[src/design/assert_macros.svh]
// ----------------------------------------------------------------------------
// assert_macros.svh
// Assertion helper macros; empty under synthesis.
// ----------------------------------------------------------------------------
`ifndef ASSERT_MACROS_SVH
`define ASSERT_MACROS_SVH

`ifndef SYNTHESIS

// same-cycle implication
`define CKHR_ASSERT_NOW(label, clk, rst, ante, cons) \
   label: assert property (@(posedge clk) disable iff (rst) (ante) |-> (cons)) \
      else $error("assertion failed");

// next-cycle implication
`define CKHR_ASSERT_NEXT(label, clk, rst, ante, cons) \
   label: assert property (@(posedge clk) disable iff (rst) (ante) |=> (cons)) \
      else $error("assertion failed");

`else

`define CKHR_ASSERT_NOW(label, clk, rst, ante, cons)
`define CKHR_ASSERT_NEXT(label, clk, rst, ante, cons)

`endif

`endif

[src/design/ckhr_pkg.sv]
// ----------------------------------------------------------------------------
// ckhr_pkg
// Types and constants for the chroma key hue replace core.
// ----------------------------------------------------------------------------
package ckhr_pkg;

   typedef logic [7:0] ckhr_chan_type;
   typedef logic [8:0] ckhr_hue_type;
   typedef logic [2:0] ckhr_reg_idx_type;

   localparam int unsigned CKHR_ADDR_WIDTH = 5;
   localparam int unsigned CKHR_DATA_WIDTH = 32;

   localparam ckhr_reg_idx_type CKHR_REG_HUE_LOW    = 3'd0;
   localparam ckhr_reg_idx_type CKHR_REG_HUE_HIGH   = 3'd1;
   localparam ckhr_reg_idx_type CKHR_REG_GREEN_FLR  = 3'd2;
   localparam ckhr_reg_idx_type CKHR_REG_KEY_RED    = 3'd3;
   localparam ckhr_reg_idx_type CKHR_REG_KEY_GREEN  = 3'd4;
   localparam ckhr_reg_idx_type CKHR_REG_KEY_BLUE   = 3'd5;

   localparam ckhr_hue_type  CKHR_RST_HUE_LOW   = 9'd80;
   localparam ckhr_hue_type  CKHR_RST_HUE_HIGH  = 9'd195;
   localparam ckhr_chan_type CKHR_RST_GREEN_FLR = 8'd70;
   localparam ckhr_chan_type CKHR_RST_KEY_RED   = 8'd255;
   localparam ckhr_chan_type CKHR_RST_KEY_GREEN = 8'd0;
   localparam ckhr_chan_type CKHR_RST_KEY_BLUE  = 8'd255;

   // hue sector offsets, degrees
   localparam ckhr_hue_type CKHR_SECTOR_GREEN = 9'd120;
   localparam ckhr_hue_type CKHR_SECTOR_BLUE  = 9'd240;
   localparam ckhr_hue_type CKHR_SECTOR_WRAP  = 9'd360;
   localparam logic signed [18:0] CKHR_DEG_PER_STEP = 19'sd60;

endpackage

[src/design/ckhr_req_if.sv]
// ----------------------------------------------------------------------------
// ckhr_req_if
// Pixel request channel: valid/ready with one RGB pixel.
// ----------------------------------------------------------------------------
interface ckhr_req_if;
   import ckhr_pkg::*;

   logic          valid;
   logic          ready;
   ckhr_chan_type in_red;
   ckhr_chan_type in_green;
   ckhr_chan_type in_blue;

   modport source (output valid, output in_red, output in_green, output in_blue,
                   input ready);
   modport sink   (input valid, input in_red, input in_green, input in_blue,
                   output ready);
endinterface

[src/design/ckhr_rsp_if.sv]
// ----------------------------------------------------------------------------
// ckhr_rsp_if
// Result channel: valid/ready with the result pixel and key flag.
// ----------------------------------------------------------------------------
interface ckhr_rsp_if;
   import ckhr_pkg::*;

   logic          valid;
   logic          ready;
   ckhr_chan_type out_red;
   ckhr_chan_type out_green;
   ckhr_chan_type out_blue;
   logic          keyed;

   modport source (output valid, output out_red, output out_green, output out_blue,
                   output keyed, input ready);
   modport sink   (input valid, input out_red, input out_green, input out_blue,
                   input keyed, output ready);
endinterface

[src/design/chroma_key_hue_replace_core.sv]
// ----------------------------------------------------------------------------
// chroma_key_hue_replace_core
// Computes the HSV hue of each pixel by exact cross-multiplication, keys it
// against a hue window and green floor, and substitutes the key color.
// ----------------------------------------------------------------------------
//   channel   direction  handshake        payload
//   req_pix   in         valid/ready      in_red, in_green, in_blue
//   rsp_pix   out        valid/ready      out_red, out_green, out_blue, keyed
//   csr_*     in         APB, pready=1    six registers at 4*index
//
// One request per cycle sustained while results are taken; pixels pass the
// input register, then the result register. The hue test between them is
// one pass of small 9x8 multiplies and compares. A stalled result holds the
// result register and the input register fills behind it. Reset
// (synchronous) empties both stages and restores the register defaults.
// ----------------------------------------------------------------------------
`include "assert_macros.svh"

module chroma_key_hue_replace_core (
   input  logic                               clock,
   input  logic                               reset,
   ckhr_req_if.sink                           req_pix,
   ckhr_rsp_if.source                         rsp_pix,
   input  logic                               csr_psel,
   input  logic                               csr_penable,
   input  logic                               csr_pwrite,
   input  logic [ckhr_pkg::CKHR_ADDR_WIDTH-1:0] csr_paddr,
   input  logic [ckhr_pkg::CKHR_DATA_WIDTH-1:0] csr_pwdata,
   output logic [ckhr_pkg::CKHR_DATA_WIDTH-1:0] csr_prdata,
   output logic                               csr_pready
);
   import ckhr_pkg::*;

   // configuration
   ckhr_hue_type     hue_low_ff, hue_high_ff;
   ckhr_chan_type    green_floor_ff, key_red_ff, key_green_ff, key_blue_ff;
   ckhr_reg_idx_type csr_idx;
   logic             csr_wr;

   // pipeline
   logic          s1_valid_ff, s1_valid_in;
   ckhr_chan_type s1_red_ff, s1_green_ff, s1_blue_ff;
   logic          rsp_valid_ff, rsp_valid_in;
   ckhr_chan_type rsp_red_ff, rsp_green_ff, rsp_blue_ff;
   ckhr_chan_type rsp_red_in, rsp_green_in, rsp_blue_in;
   logic          rsp_keyed_ff, rsp_keyed_in;
   logic          s1_advance, req_take;

   // hue datapath
   ckhr_chan_type     mx, mn, dlt, dx, dy;
   logic              red_max, green_max;
   ckhr_hue_type      base;
   logic [16:0]       base_d, lo_prod, hi_prod, n_val;
   logic signed [8:0] diff;
   logic signed [18:0] diff_w, diff_x60, n_sgn;
   logic              in_range, green_ok;

   assign csr_pready = 1'b1;
   assign csr_idx    = csr_paddr[CKHR_ADDR_WIDTH-1:2];
   assign csr_wr     = csr_psel && csr_penable && csr_pwrite && csr_pready;

   always_ff @(posedge clock) begin
      if (reset) begin
         hue_low_ff     <= CKHR_RST_HUE_LOW;
         hue_high_ff    <= CKHR_RST_HUE_HIGH;
         green_floor_ff <= CKHR_RST_GREEN_FLR;
         key_red_ff     <= CKHR_RST_KEY_RED;
         key_green_ff   <= CKHR_RST_KEY_GREEN;
         key_blue_ff    <= CKHR_RST_KEY_BLUE;
      end else if (csr_wr) begin
         case (csr_idx)
            CKHR_REG_HUE_LOW:   hue_low_ff     <= csr_pwdata[8:0];
            CKHR_REG_HUE_HIGH:  hue_high_ff    <= csr_pwdata[8:0];
            CKHR_REG_GREEN_FLR: green_floor_ff <= csr_pwdata[7:0];
            CKHR_REG_KEY_RED:   key_red_ff     <= csr_pwdata[7:0];
            CKHR_REG_KEY_GREEN: key_green_ff   <= csr_pwdata[7:0];
            CKHR_REG_KEY_BLUE:  key_blue_ff    <= csr_pwdata[7:0];
            default: ;
         endcase
      end
   end

   always_comb begin
      case (csr_idx)
         CKHR_REG_HUE_LOW:   csr_prdata = {23'd0, hue_low_ff};
         CKHR_REG_HUE_HIGH:  csr_prdata = {23'd0, hue_high_ff};
         CKHR_REG_GREEN_FLR: csr_prdata = {24'd0, green_floor_ff};
         CKHR_REG_KEY_RED:   csr_prdata = {24'd0, key_red_ff};
         CKHR_REG_KEY_GREEN: csr_prdata = {24'd0, key_green_ff};
         CKHR_REG_KEY_BLUE:  csr_prdata = {24'd0, key_blue_ff};
         default:            csr_prdata = '0;
      endcase
   end

   // handshake
   assign s1_advance    = !rsp_valid_ff || rsp_pix.ready;
   assign req_pix.ready = !s1_valid_ff || s1_advance;
   assign req_take      = req_pix.valid && req_pix.ready;

   always_comb begin
      s1_valid_in  = s1_valid_ff;
      rsp_valid_in = rsp_valid_ff;
      if (s1_advance) begin
         rsp_valid_in = s1_valid_ff;
      end
      if (req_pix.ready) begin
         s1_valid_in = req_pix.valid;
      end
   end

   always_ff @(posedge clock) begin
      if (reset) begin
         s1_valid_ff  <= 1'b0;
         rsp_valid_ff <= 1'b0;
      end else begin
         s1_valid_ff  <= s1_valid_in;
         rsp_valid_ff <= rsp_valid_in;
      end
   end

   always_ff @(posedge clock) begin
      if (req_take) begin
         s1_red_ff   <= req_pix.in_red;
         s1_green_ff <= req_pix.in_green;
         s1_blue_ff  <= req_pix.in_blue;
      end
      if (s1_advance && s1_valid_ff) begin
         rsp_red_ff   <= rsp_red_in;
         rsp_green_ff <= rsp_green_in;
         rsp_blue_ff  <= rsp_blue_in;
         rsp_keyed_ff <= rsp_keyed_in;
      end
   end

   // hue = n / d, tested as lo*d <= n <= hi*d
   always_comb begin
      mx = (s1_red_ff > s1_green_ff) ? s1_red_ff : s1_green_ff;
      mx = (mx > s1_blue_ff) ? mx : s1_blue_ff;
      mn = (s1_red_ff < s1_green_ff) ? s1_red_ff : s1_green_ff;
      mn = (mn < s1_blue_ff) ? mn : s1_blue_ff;
      dlt = mx - mn;
      red_max   = (s1_red_ff == mx);
      green_max = (s1_green_ff == mx);

      if (red_max) begin
         dx   = s1_green_ff;
         dy   = s1_blue_ff;
         base = (s1_green_ff < s1_blue_ff) ? CKHR_SECTOR_WRAP : 9'd0;
      end else if (green_max) begin
         dx   = s1_blue_ff;
         dy   = s1_red_ff;
         base = CKHR_SECTOR_GREEN;
      end else begin
         dx   = s1_red_ff;
         dy   = s1_green_ff;
         base = CKHR_SECTOR_BLUE;
      end

      diff     = $signed({1'b0, dx}) - $signed({1'b0, dy});
      diff_w   = 19'(diff);
      diff_x60 = diff_w * CKHR_DEG_PER_STEP;
      base_d   = {8'd0, base} * {9'd0, dlt};
      n_sgn    = $signed({2'b00, base_d}) + diff_x60;
      n_val    = n_sgn[16:0];
      lo_prod  = {8'd0, hue_low_ff} * {9'd0, dlt};
      hi_prod  = {8'd0, hue_high_ff} * {9'd0, dlt};

      if (dlt == 8'd0) begin
         in_range = (hue_low_ff == 9'd0);   // grey pixel, hue 0
      end else begin
         in_range = (n_val >= lo_prod) && (n_val <= hi_prod);
      end
      green_ok     = (s1_green_ff > green_floor_ff);
      rsp_keyed_in = in_range && green_ok;

      if (rsp_keyed_in) begin
         rsp_red_in   = key_red_ff;
         rsp_green_in = key_green_ff;
         rsp_blue_in  = key_blue_ff;
      end else begin
         rsp_red_in   = s1_red_ff;
         rsp_green_in = s1_green_ff;
         rsp_blue_in  = s1_blue_ff;
      end
   end

   assign rsp_pix.valid     = rsp_valid_ff;
   assign rsp_pix.out_red   = rsp_red_ff;
   assign rsp_pix.out_green = rsp_green_ff;
   assign rsp_pix.out_blue  = rsp_blue_ff;
   assign rsp_pix.keyed     = rsp_keyed_ff;

   `CKHR_ASSERT_NOW(a_s1_full_blocks, clock, reset, s1_valid_ff && !s1_advance, !req_pix.ready)
   `CKHR_ASSERT_NEXT(a_s1_moves_out, clock, reset, s1_valid_ff && s1_advance, rsp_valid_ff)
   `CKHR_ASSERT_NEXT(a_s1_holds_on_stall, clock, reset,
                     s1_valid_ff && rsp_valid_ff && !rsp_pix.ready, s1_valid_ff)

endmodule
[src/flat_wrapper.sv]
// flat-port wrapper written by rule: the top's interface ports become plain ports
module chroma_key_hue_replace_core_flat import ckhr_pkg::*;
  (clock, reset, csr_psel, csr_penable, csr_pwrite, csr_paddr, csr_pwdata, csr_prdata, csr_pready, req_pix_valid, req_pix_in_red, req_pix_in_green, req_pix_in_blue, req_pix_ready, rsp_pix_valid, rsp_pix_out_red, rsp_pix_out_green, rsp_pix_out_blue, rsp_pix_keyed, rsp_pix_ready);
  ckhr_req_if req_pix_i ();
  ckhr_rsp_if rsp_pix_i ();
  input  logic clock;
  input  logic reset;
  input  logic csr_psel;
  input  logic csr_penable;
  input  logic csr_pwrite;
  input  logic [ckhr_pkg::CKHR_ADDR_WIDTH-1:0] csr_paddr;
  input  logic [ckhr_pkg::CKHR_DATA_WIDTH-1:0] csr_pwdata;
  output logic [ckhr_pkg::CKHR_DATA_WIDTH-1:0] csr_prdata;
  output logic csr_pready;
  input wire logic [$bits(req_pix_i.valid)-1:0] req_pix_valid;
  input wire logic [$bits(req_pix_i.in_red)-1:0] req_pix_in_red;
  input wire logic [$bits(req_pix_i.in_green)-1:0] req_pix_in_green;
  input wire logic [$bits(req_pix_i.in_blue)-1:0] req_pix_in_blue;
  output wire logic [$bits(req_pix_i.ready)-1:0] req_pix_ready;
  output wire logic [$bits(rsp_pix_i.valid)-1:0] rsp_pix_valid;
  output wire logic [$bits(rsp_pix_i.out_red)-1:0] rsp_pix_out_red;
  output wire logic [$bits(rsp_pix_i.out_green)-1:0] rsp_pix_out_green;
  output wire logic [$bits(rsp_pix_i.out_blue)-1:0] rsp_pix_out_blue;
  output wire logic [$bits(rsp_pix_i.keyed)-1:0] rsp_pix_keyed;
  input wire logic [$bits(rsp_pix_i.ready)-1:0] rsp_pix_ready;
  assign req_pix_i.valid = req_pix_valid;
  assign req_pix_i.in_red = req_pix_in_red;
  assign req_pix_i.in_green = req_pix_in_green;
  assign req_pix_i.in_blue = req_pix_in_blue;
  assign req_pix_ready = req_pix_i.ready;
  assign rsp_pix_valid = rsp_pix_i.valid;
  assign rsp_pix_out_red = rsp_pix_i.out_red;
  assign rsp_pix_out_green = rsp_pix_i.out_green;
  assign rsp_pix_out_blue = rsp_pix_i.out_blue;
  assign rsp_pix_keyed = rsp_pix_i.keyed;
  assign rsp_pix_i.ready = rsp_pix_ready;
  chroma_key_hue_replace_core u_core (.clock(clock), .reset(reset), .req_pix(req_pix_i), .rsp_pix(rsp_pix_i), .csr_psel(csr_psel), .csr_penable(csr_penable), .csr_pwrite(csr_pwrite), .csr_paddr(csr_paddr), .csr_pwdata(csr_pwdata), .csr_prdata(csr_prdata), .csr_pready(csr_pready));
endmodule
[config.mk]
export PLATFORM = sky130hd
export DESIGN_NAME = chroma_key_hue_replace_core_flat
export DESIGN_NICKNAME = d
export VERILOG_FILES = /design/src/design/ckhr_pkg.sv /design/src/design/ckhr_req_if.sv /design/src/design/ckhr_rsp_if.sv /design/src/design/chroma_key_hue_replace_core.sv /design/src/flat_wrapper.sv
export VERILOG_INCLUDE_DIRS = /design/src /design/src/design
export SDC_FILE = /design/constraint.sdc
export NUM_CORES = 1
export LEC_CHECK = 0
export BUFFER_PORTS_ARGS = -buffer_cell sky130_fd_sc_hd__buf_2
export CAP_MARGIN = 5
export CORE_MARGIN = 2
export CORE_UTILIZATION = 35
export CTS_CLUSTER_SIZE = 12
export DETAILED_ROUTE_END_ITERATION = 10
export PLACE_DENSITY_LB_ADDON = 0.3
export SLEW_MARGIN = 20
export SYNTH_ARGS = -nofsm -noshare
export SYNTH_HDL_FRONTEND = slang
export SYNTH_SLANG_ARGS = --single-unit
[constraint.sdc]
create_clock -name clock -period 16.6 [get_ports clock]
set_clock_uncertainty 0.05 [all_clocks]
set_input_delay 0.83 -clock clock [delete_from_list [all_inputs] [get_ports clock]]
set_output_delay 0.83 -clock clock [all_outputs]
set_load 0.05 [all_outputs]
==> results of run 1 <==
-- metrics by stage --
step	area (µm²)	setup slack [ns]
detailed placement	16060	1.798
finish	16370	1.562
floorplan	15280	3.744
global route	16370	0.7178
global placement	16060	1.998
CTS	16360	1.709
-- metal layers --
layer  part of all wire, %  vias up  wire [µm]  track usage (%)
met5                     0        -          0                0
met4                   2.2        0        843            4.365
met3                   3.5       52       1357            1.344
met2                    46      258      17730            28.22
met1                    49     5795      18900            25.00
li1                      -     5776          -                -
-- kinds of logic (layout without fill, tap and decap cells) --
group,Yosys count,count (layout),share of synthesized area (%)
other cells,2,24,0.04943
fa+ha+maj,344,344,34.88
simple gates,482,482,15.60
mux,86,86,6.505
buf+inv,330,347,8.868
flops,101,101,16.53
compound gates,292,292,12.89
xor+xnor,81,81,4.669
-- worst max path at each step --
stage | to
after floorplan | u_core.rsp_pix.out_green[0]
final | u_core.rsp_pix.out_green[4]
after CTS | u_core.rsp_pix.out_green[4]
after global routing | u_core.rsp_pix.out_green[4]
after global placement | u_core.rsp_pix.out_red[2]
after detailed placement | u_core.rsp_pix.out_red[2]
-- worst reg2reg max path, delay by kind of cell (launching register included) --
family          cells  cell delay (ns)
xor+xnor            4             0.77
flops               1             0.59
compound gates     15             3.63
buf+inv             9             1.34
simple gates       11             2.30
fa+ha+maj          14             5.22
mux                 3             0.84
-- final cells by class --
type	count	area share [%]
Tap cell	585	4.471
Sequential cell	101	15.35
Timing Repair Buffer	92	3.027
Inverter	239	5.480
Clock buffer	9	1.376
Clock inverter	7	0.4510
Multi-Input combinational cell	1309	69.85
-- placed cells by master (no fill, tap or decap), types with 11 or more instances in the layout --
master and instances:
mux2_2 23, edfxtp_1 49, nor2_1 103, nor2b_1 51, xnor2_1 47, o21ai_0 53, nand3_1 29, conb_1 24
o21a_1 16, nand2b_1 11, dfxtp_1 52, nand2_1 145, buf_2 78, mux2i_1 43, and2_1 73, a21oi_1 84
ha_1 210, nor3_1 18, a21o_1 29, inv_1 238, a211o_1 27, mux2_4 19, xor2_1 33, buf_4 14
fa_1 133
==> reports/qor.log, run 1 <==
INFO  layout         layout.cells.non_filler=2342
INFO  clock_tree     clock_latency_on_the_worst_skew_pair=0.35ns
INFO  placed_design  gpl.final_weighted_congestion=0.9463
INFO  die            chipHeight=212.4µm
INFO  min_path       worstHoldPathType=reg -> reg
INFO  min_path       hold-path-endpoint=u_core.green_floor_ff[7]
INFO  clock_tree     cts.reportedPaths.clkPinSlew=0.08ns
INFO  clock_tree     clk_path_buf_depth=2
INFO  sta            rsz0062_at_grt=no
INFO  sta            relSlewSlack=31.03%
INFO  yosys          post_synth_instance_area=0.01519mm²
INFO  die            floorplan.initialDensity=35.35%
INFO  sta            finalWorstPathRequiredPeriod=15.04ns
INFO  sta            report.final.hold_viol_count=0
INFO  sta            max_freq=66.50MHz
INFO  setup_path     cp.buffers_inverters=9
INFO  yosys          synth.cells.most_frequent=238 x inv_1, 210 x ha_1, 145 x nand2_1
INFO  layout         biggestRegsByFlops=u_core.hue_high_ff (9), u_core.hue_low_ff (9)
INFO  sta            worst_slew_pin_slew=1.027ns
INFO  setup_path     critical_path.reg2reg.endpoint=u_core.rsp_pix.out_green[4]
INFO  sta            setup_viol_count_final=0
INFO  layout         area_growth=7.732%
INFO  die            rows=76
INFO  die            die-width=212.4µm
INFO  min_path       min_from=u_core.green_floor_ff[7]
INFO  yosys          ys_async_sr_fraction=0%
INFO  drt            number_of_nets_still_failing_antenna_checks_after_routing=0
INFO  placed_design  dp.cells=2326
INFO  clock_tree     cts.repair_timing.setup_buffer_count=0
INFO  setup_path     crit_path_max_incr_delay=0.59ns
INFO  clock_tree     tritoncts.num_buffers=9
INFO  sta            final-max-slew-violation-count=0
INFO  layout         final_nets=2163
INFO  die            core=0.04298mm²
INFO  grt            initial_antenna_violation_count=1
INFO  sta            timing.final.crit_share=90.59%
INFO  yosys          synth_top_flop_cell=dfxtp_1
INFO  setup_path     worst_path_max_delay_cell=edfxtp_1
INFO  yosys          synth_top_area_cell=fa_1
INFO  setup_path     arrival_time_worst_endpoint=15.08ns
INFO  yosys          sequential_fraction_of_the_synthesis_area=16.53%
INFO  min_path       timing.hold.worst_path_depth=2
INFO  layout         fill_cells=4416
INFO  yosys          post-synth-top-count-cell=inv_1
INFO  clock_tree     htree_num_levels=3
INFO  die            fp.dieArea=0.04510mm²
INFO  clock_tree     cts_root_buf=clkbuf_16
INFO  setup_path     setup.worst_path.end_class=flop
INFO  setup_path     worst_setup_path_start_kind=flop
INFO  setup_path     crit_required=16.64ns
INFO  setup_path     rr_worst_depth=56
INFO  grt            vias_in_the_first_global_route=11480
INFO  layout         antenna-diode-count=0
INFO  clock_tree     tritoncts_clock_tree=done
INFO  drt            detail_route.iter0.violations=619
INFO  yosys          synth-edff-count=49
INFO  yosys          ys_warn_count=0
INFO  grt            first_pass_grt_wire_length=61710µm
INFO  clock_tree     cts.sink_count=101
INFO  grt            grt_usage=17.39%
INFO  placed_design  place.detailed.hpwl=30740µm
INFO  drt            vias_per_cell=5.073
INFO  setup_path     cpLargestDelayFamily=adder cells
INFO  die            pin_count=128
INFO  setup_path     worstPathMaxFanout=25
INFO  placed_design  numPortBuffers=78
INFO  drt            routedWlPerCell=16.58µm
INFO  setup_path     critical_path_depth=56
INFO  yosys          synth_top_cells_by_area=fa_1 18%, ha_1 17%, edfxtp_1 9.7%
INFO  drt            routed_wirelength=38830µm
INFO  setup_path     regToRegStartpoint=u_core.s1_green_ff[6]
INFO  layout         footprint_of_the_multi_input_gates=0.01143mm²
INFO  run_status     status=complete, no violations
INFO  grt            grt_start_max_net_pins=53
INFO  layout         post_route_cells_drive_above_1_share=10.24%
INFO  setup_path     timing.reg2reg.setup_slack=1.56ns
INFO  clock_tree     cts_hold_buf=0
INFO  sta            finalSetupTns=0ns
INFO  flow_run       max_cap_viol_count=0
INFO  drt            vias=11880
INFO  yosys          avgSynthCellArea=8.844µm²
INFO  setup_path     crit_path_frequent_cell=ha_1
INFO  sta            fin_hold_ws=0.4511ns
INFO  setup_path     timing_worst_setup_path_type=reg -> reg
INFO  drt            drc=0
INFO  clock_tree     postCtsResizedCells=0
INFO  yosys          post_synth_inst_count=1718
INFO  setup_path     worstSetupStartpoint=u_core.s1_green_ff[6]
INFO  grt            overflow=0
INFO  layout         layout.area.seq=0.002512mm²
INFO  yosys          post_synth_num_cell_types=76
INFO  yosys          yosysTopAreaCellShare=17.52%
INFO  drt            first_pass_iters=6
INFO  yosys          ys_seq_elements=101
INFO  layout         fin_util=38.09%
Power of run 1 is left out: the tool's default activity adds up to more than one toggle a clock period on the data nets, which glitch-free logic cannot reach.
==> run 2, diff against run 1 <==
--- a/config.mk
+++ b/config.mk
@@ -8,8 +8,10 @@
 export LEC_CHECK = 0
 export BUFFER_PORTS_ARGS = -buffer_cell sky130_fd_sc_hd__buf_2
 export CAP_MARGIN = 5
+export CELL_PAD_IN_SITES_DETAIL_PLACEMENT = 0
+export CELL_PAD_IN_SITES_GLOBAL_PLACEMENT = 1
 export CORE_MARGIN = 2
-export CORE_UTILIZATION = 35
+export CORE_UTILIZATION = 40
 export CTS_CLUSTER_SIZE = 12
 export DETAILED_ROUTE_END_ITERATION = 10
 export PLACE_DENSITY_LB_ADDON = 0.3
==> run 2 against run 1 <==
Net effect:
- core utilization rose by 5.3 points
- first-iteration DRC count fell by 6.3%
- critical endpoint is now u_core.rsp_pix.out_red[4]
- register-to-register slack improved by 0.02 ns
- wire length rose by 1.3%
- die area fell by 12%
- via count fell by 0.57%
- final cell count fell by 3.0%
- worst setup slack improved by 0.024 ns
- design area fell by 0.40%
- flip-flop and latch count did not move
- hold slack got worse by 0.0062 ns
- non-clock buffer count rose by 2
==> reports/qor.log, run 2 (same netlist as run 1, synthesis figures left out) <==
INFO  clock_tree     clk_path_buf_depth=2 [unchanged]
INFO  min_path       timing.hold.worst_path_depth=2 [unchanged]
INFO  die            die-width=198.9µm [-6.3%]
INFO  sta            finalSetupTns=0ns [unchanged]
INFO  clock_tree     tritoncts.num_buffers=9 [unchanged]
INFO  run_status     status=complete, no violations
INFO  setup_path     timing_worst_setup_path_type=reg -> reg
INFO  setup_path     crit_path_max_incr_delay=0.67ns [+0.08 ns]
INFO  sta            setup_viol_count_final=0 [unchanged]
INFO  die            floorplan.initialDensity=40.44% [+5.1 points]
INFO  placed_design  gpl.final_weighted_congestion=0.8849 [-6.5%]
INFO  drt            drc=0 [unchanged]
INFO  layout         final_nets=2165 [+0.092%]
INFO  die            core=0.03758mm² [-13%]
INFO  flow_run       max_cap_viol_count=0 [unchanged]
INFO  drt            vias=11810 [-0.57%]
INFO  setup_path     rr_worst_depth=56 [unchanged]
INFO  setup_path     regToRegStartpoint=u_core.s1_green_ff[1]
INFO  sta            report.final.hold_viol_count=0 [unchanged]
INFO  clock_tree     tritoncts_clock_tree=done
INFO  setup_path     crit_required=16.65ns [about the same]
INFO  drt            vias_per_cell=5.202 [+2.5%]
INFO  setup_path     worstPathMaxFanout=25 [unchanged]
INFO  clock_tree     clock_latency_on_the_worst_skew_pair=0.36ns [about the same]
INFO  die            pin_count=128 [unchanged]
INFO  setup_path     crit_path_frequent_cell=ha_1
INFO  clock_tree     cts.reportedPaths.clkPinSlew=0.07ns [about the same]
INFO  grt            globalRouteMet3Util=1.797% [+0.45 points]
INFO  layout         layout.cells.most_common_list=238 x inv_1, 210 x ha_1, 145 x nand2_1, 133 x fa_1, 105 x nor2_1
INFO  grt            initial_antenna_violation_count=1 [unchanged]
INFO  sta            final-max-slew-violation-count=0 [unchanged]
INFO  grt            grt_start_max_net_pins=53 [unchanged]
INFO  setup_path     setup.worst_path.end_class=flop
INFO  layout         layout.cells.non_filler=2271 [-3.0%]
INFO  layout         biggestRegsByFlops=u_core.hue_high_ff (9), u_core.hue_low_ff (9)
INFO  sta            finalWorstPathRequiredPeriod=15.01ns [-0.02450 ns]
INFO  clock_tree     cts_root_buf=clkbuf_16
INFO  die            fp.dieArea=0.03956mm² [-12%]
INFO  grt            vias_in_the_first_global_route=11670 [+1.6%]
INFO  min_path       hold-path-endpoint=u_core.green_floor_ff[3]
INFO  die            rows=71 [-6.6%]
INFO  sta            worst_slew_pin_slew=1.100ns [+0.07300 ns]
INFO  clock_tree     htree_num_levels=3 [unchanged]
INFO  grt            first_pass_grt_wire_length=63540µm [+3.0%]
INFO  sta            relSlewSlack=26.42% [-4.6 points]
INFO  sta            max_freq=66.61MHz [+0.16%]
INFO  min_path       worstHoldPathType=reg -> reg
INFO  layout         area_growth=7.304%
INFO  drt            first_pass_iters=7 [+1]
INFO  clock_tree     postCtsResizedCells=0 [unchanged]
INFO  drt            routedWlPerCell=17.31µm [+4.4%]
INFO  layout         fin_util=43.39% [+5.3 points]
INFO  drt            routed_wirelength=39320µm [+1.3%]
INFO  sta            rsz0062_at_grt=no
INFO  placed_design  dp.cells=2254 [-3.1%]
INFO  setup_path     critical_path.reg2reg.endpoint=u_core.rsp_pix.out_red[4]
INFO  drt            number_of_nets_still_failing_antenna_checks_after_routing=0 [unchanged]
INFO  grt            grt_util_met1=29.03% [+4.0 points]
INFO  placed_design  place.detailed.hpwl=31270µm [+1.7%]
INFO  placed_design  numPortBuffers=78 [unchanged]
INFO  min_path       min_from=u_core.green_floor_ff[3]
INFO  layout         post_route_cells_drive_above_1_share=10.23% [-0.012 points]
INFO  grt            overflow=0 [unchanged]
INFO  setup_path     worst_path_max_delay_cell=edfxtp_1
INFO  drt            detail_route.iter0.violations=580 [-6.3%]
INFO  setup_path     timing.reg2reg.setup_slack=1.59ns [+0.02 ns]
INFO  setup_path     worst_setup_path_start_kind=flop
INFO  layout         mostFrequentLayoutCell=inv_1
INFO  clock_tree     cts.sink_count=101 [unchanged]
INFO  sta            timing.final.crit_share=90.44% [-0.15 points]
INFO  grt            grt_usage=20.60% [+3.2 points]
INFO  grt            grt.met2_usage=34.19% [+6.0 points]
INFO  clock_tree     cts.repair_timing.setup_buffer_count=0 [unchanged]
INFO  setup_path     arrival_time_worst_endpoint=15.07ns [about the same]
INFO  die            chipHeight=198.9µm [-6.3%]
INFO  grt            top_usage_layer=met2
INFO  clock_tree     cts_hold_buf=0 [unchanged]
run 2: layout make-up:
cell class	instances	area, µm²
diodes	1	2.502
clock buffers	11	242.7
clock inverters	5	57.56
fillers	3797	21270
inverters	239	897.1
multi-input cells	1309	11440
flip-flops and latches	101	2512
well taps	511	639.4
repair buffers	94	510.5
run 2: through the flow:
step | area [µm²] | hold slack [ns] | setup slack, ns
after global placement | 16000 | 0.4226 | 1.833
after detailed placement | 16000 | 0.4331 | 1.694
final | 16300 | 0.4449 | 1.587
after CTS | 16300 | 0.4508 | 1.645
after global routing | 16300 | 0.4825 | 0.3795
after floorplan | 15280 | 0.4104 | 3.744
run 2: worst max-delay path by stage:
| stage | from | end | slack [ns] | cells past startpoint |
|---|---|---|---|---|
| after global placement | u_core.s1_green_ff[1] | u_core.rsp_pix.out_blue[5] | 1.83 | 56 |
| final | u_core.s1_green_ff[1] | u_core.rsp_pix.out_red[4] | 1.59 | 56 |
| after detailed placement | u_core.s1_green_ff[1] | u_core.rsp_pix.out_blue[2] | 1.69 | 56 |
| after global routing | u_core.s1_green_ff[6] | u_core.rsp_pix.out_red[4] | 0.38 | 56 |
| after floorplan | u_core.s1_green_ff[1] | u_core.rsp_pix.out_green[0] | 3.74 | 56 |
| after CTS | u_core.s1_green_ff[1] | u_core.rsp_pix.out_red[4] | 1.64 | 56 |
run 2: worst max-delay path: cells and delay by family, from the launching register on:
| kind | cells | cell delay, ns |
|---|---|---|
| DFF | 1 | 0.67 |
| AOI/OAI and AO/OA | 15 | 3.43 |
| adders and majority gates | 15 | 5.77 |
| xor gates and xnor gates | 4 | 0.87 |
| and+or+nand+nor | 11 | 1.89 |
| muxes | 2 | 0.62 |
| buffers and inverters | 9 | 1.42 |
run 2: routing by layer:
layer / vias up / wire length (µm) / share of wire [%]
met5: - / 0 / 0
met4: 0 / 693 / 1.8
met3: 37 / 1327 / 3.4
met2: 231 / 18280 / 46
met1: 5776 / 19020 / 48
li1: 5769 / - / -
Power of run 2 is left out for the same reason.
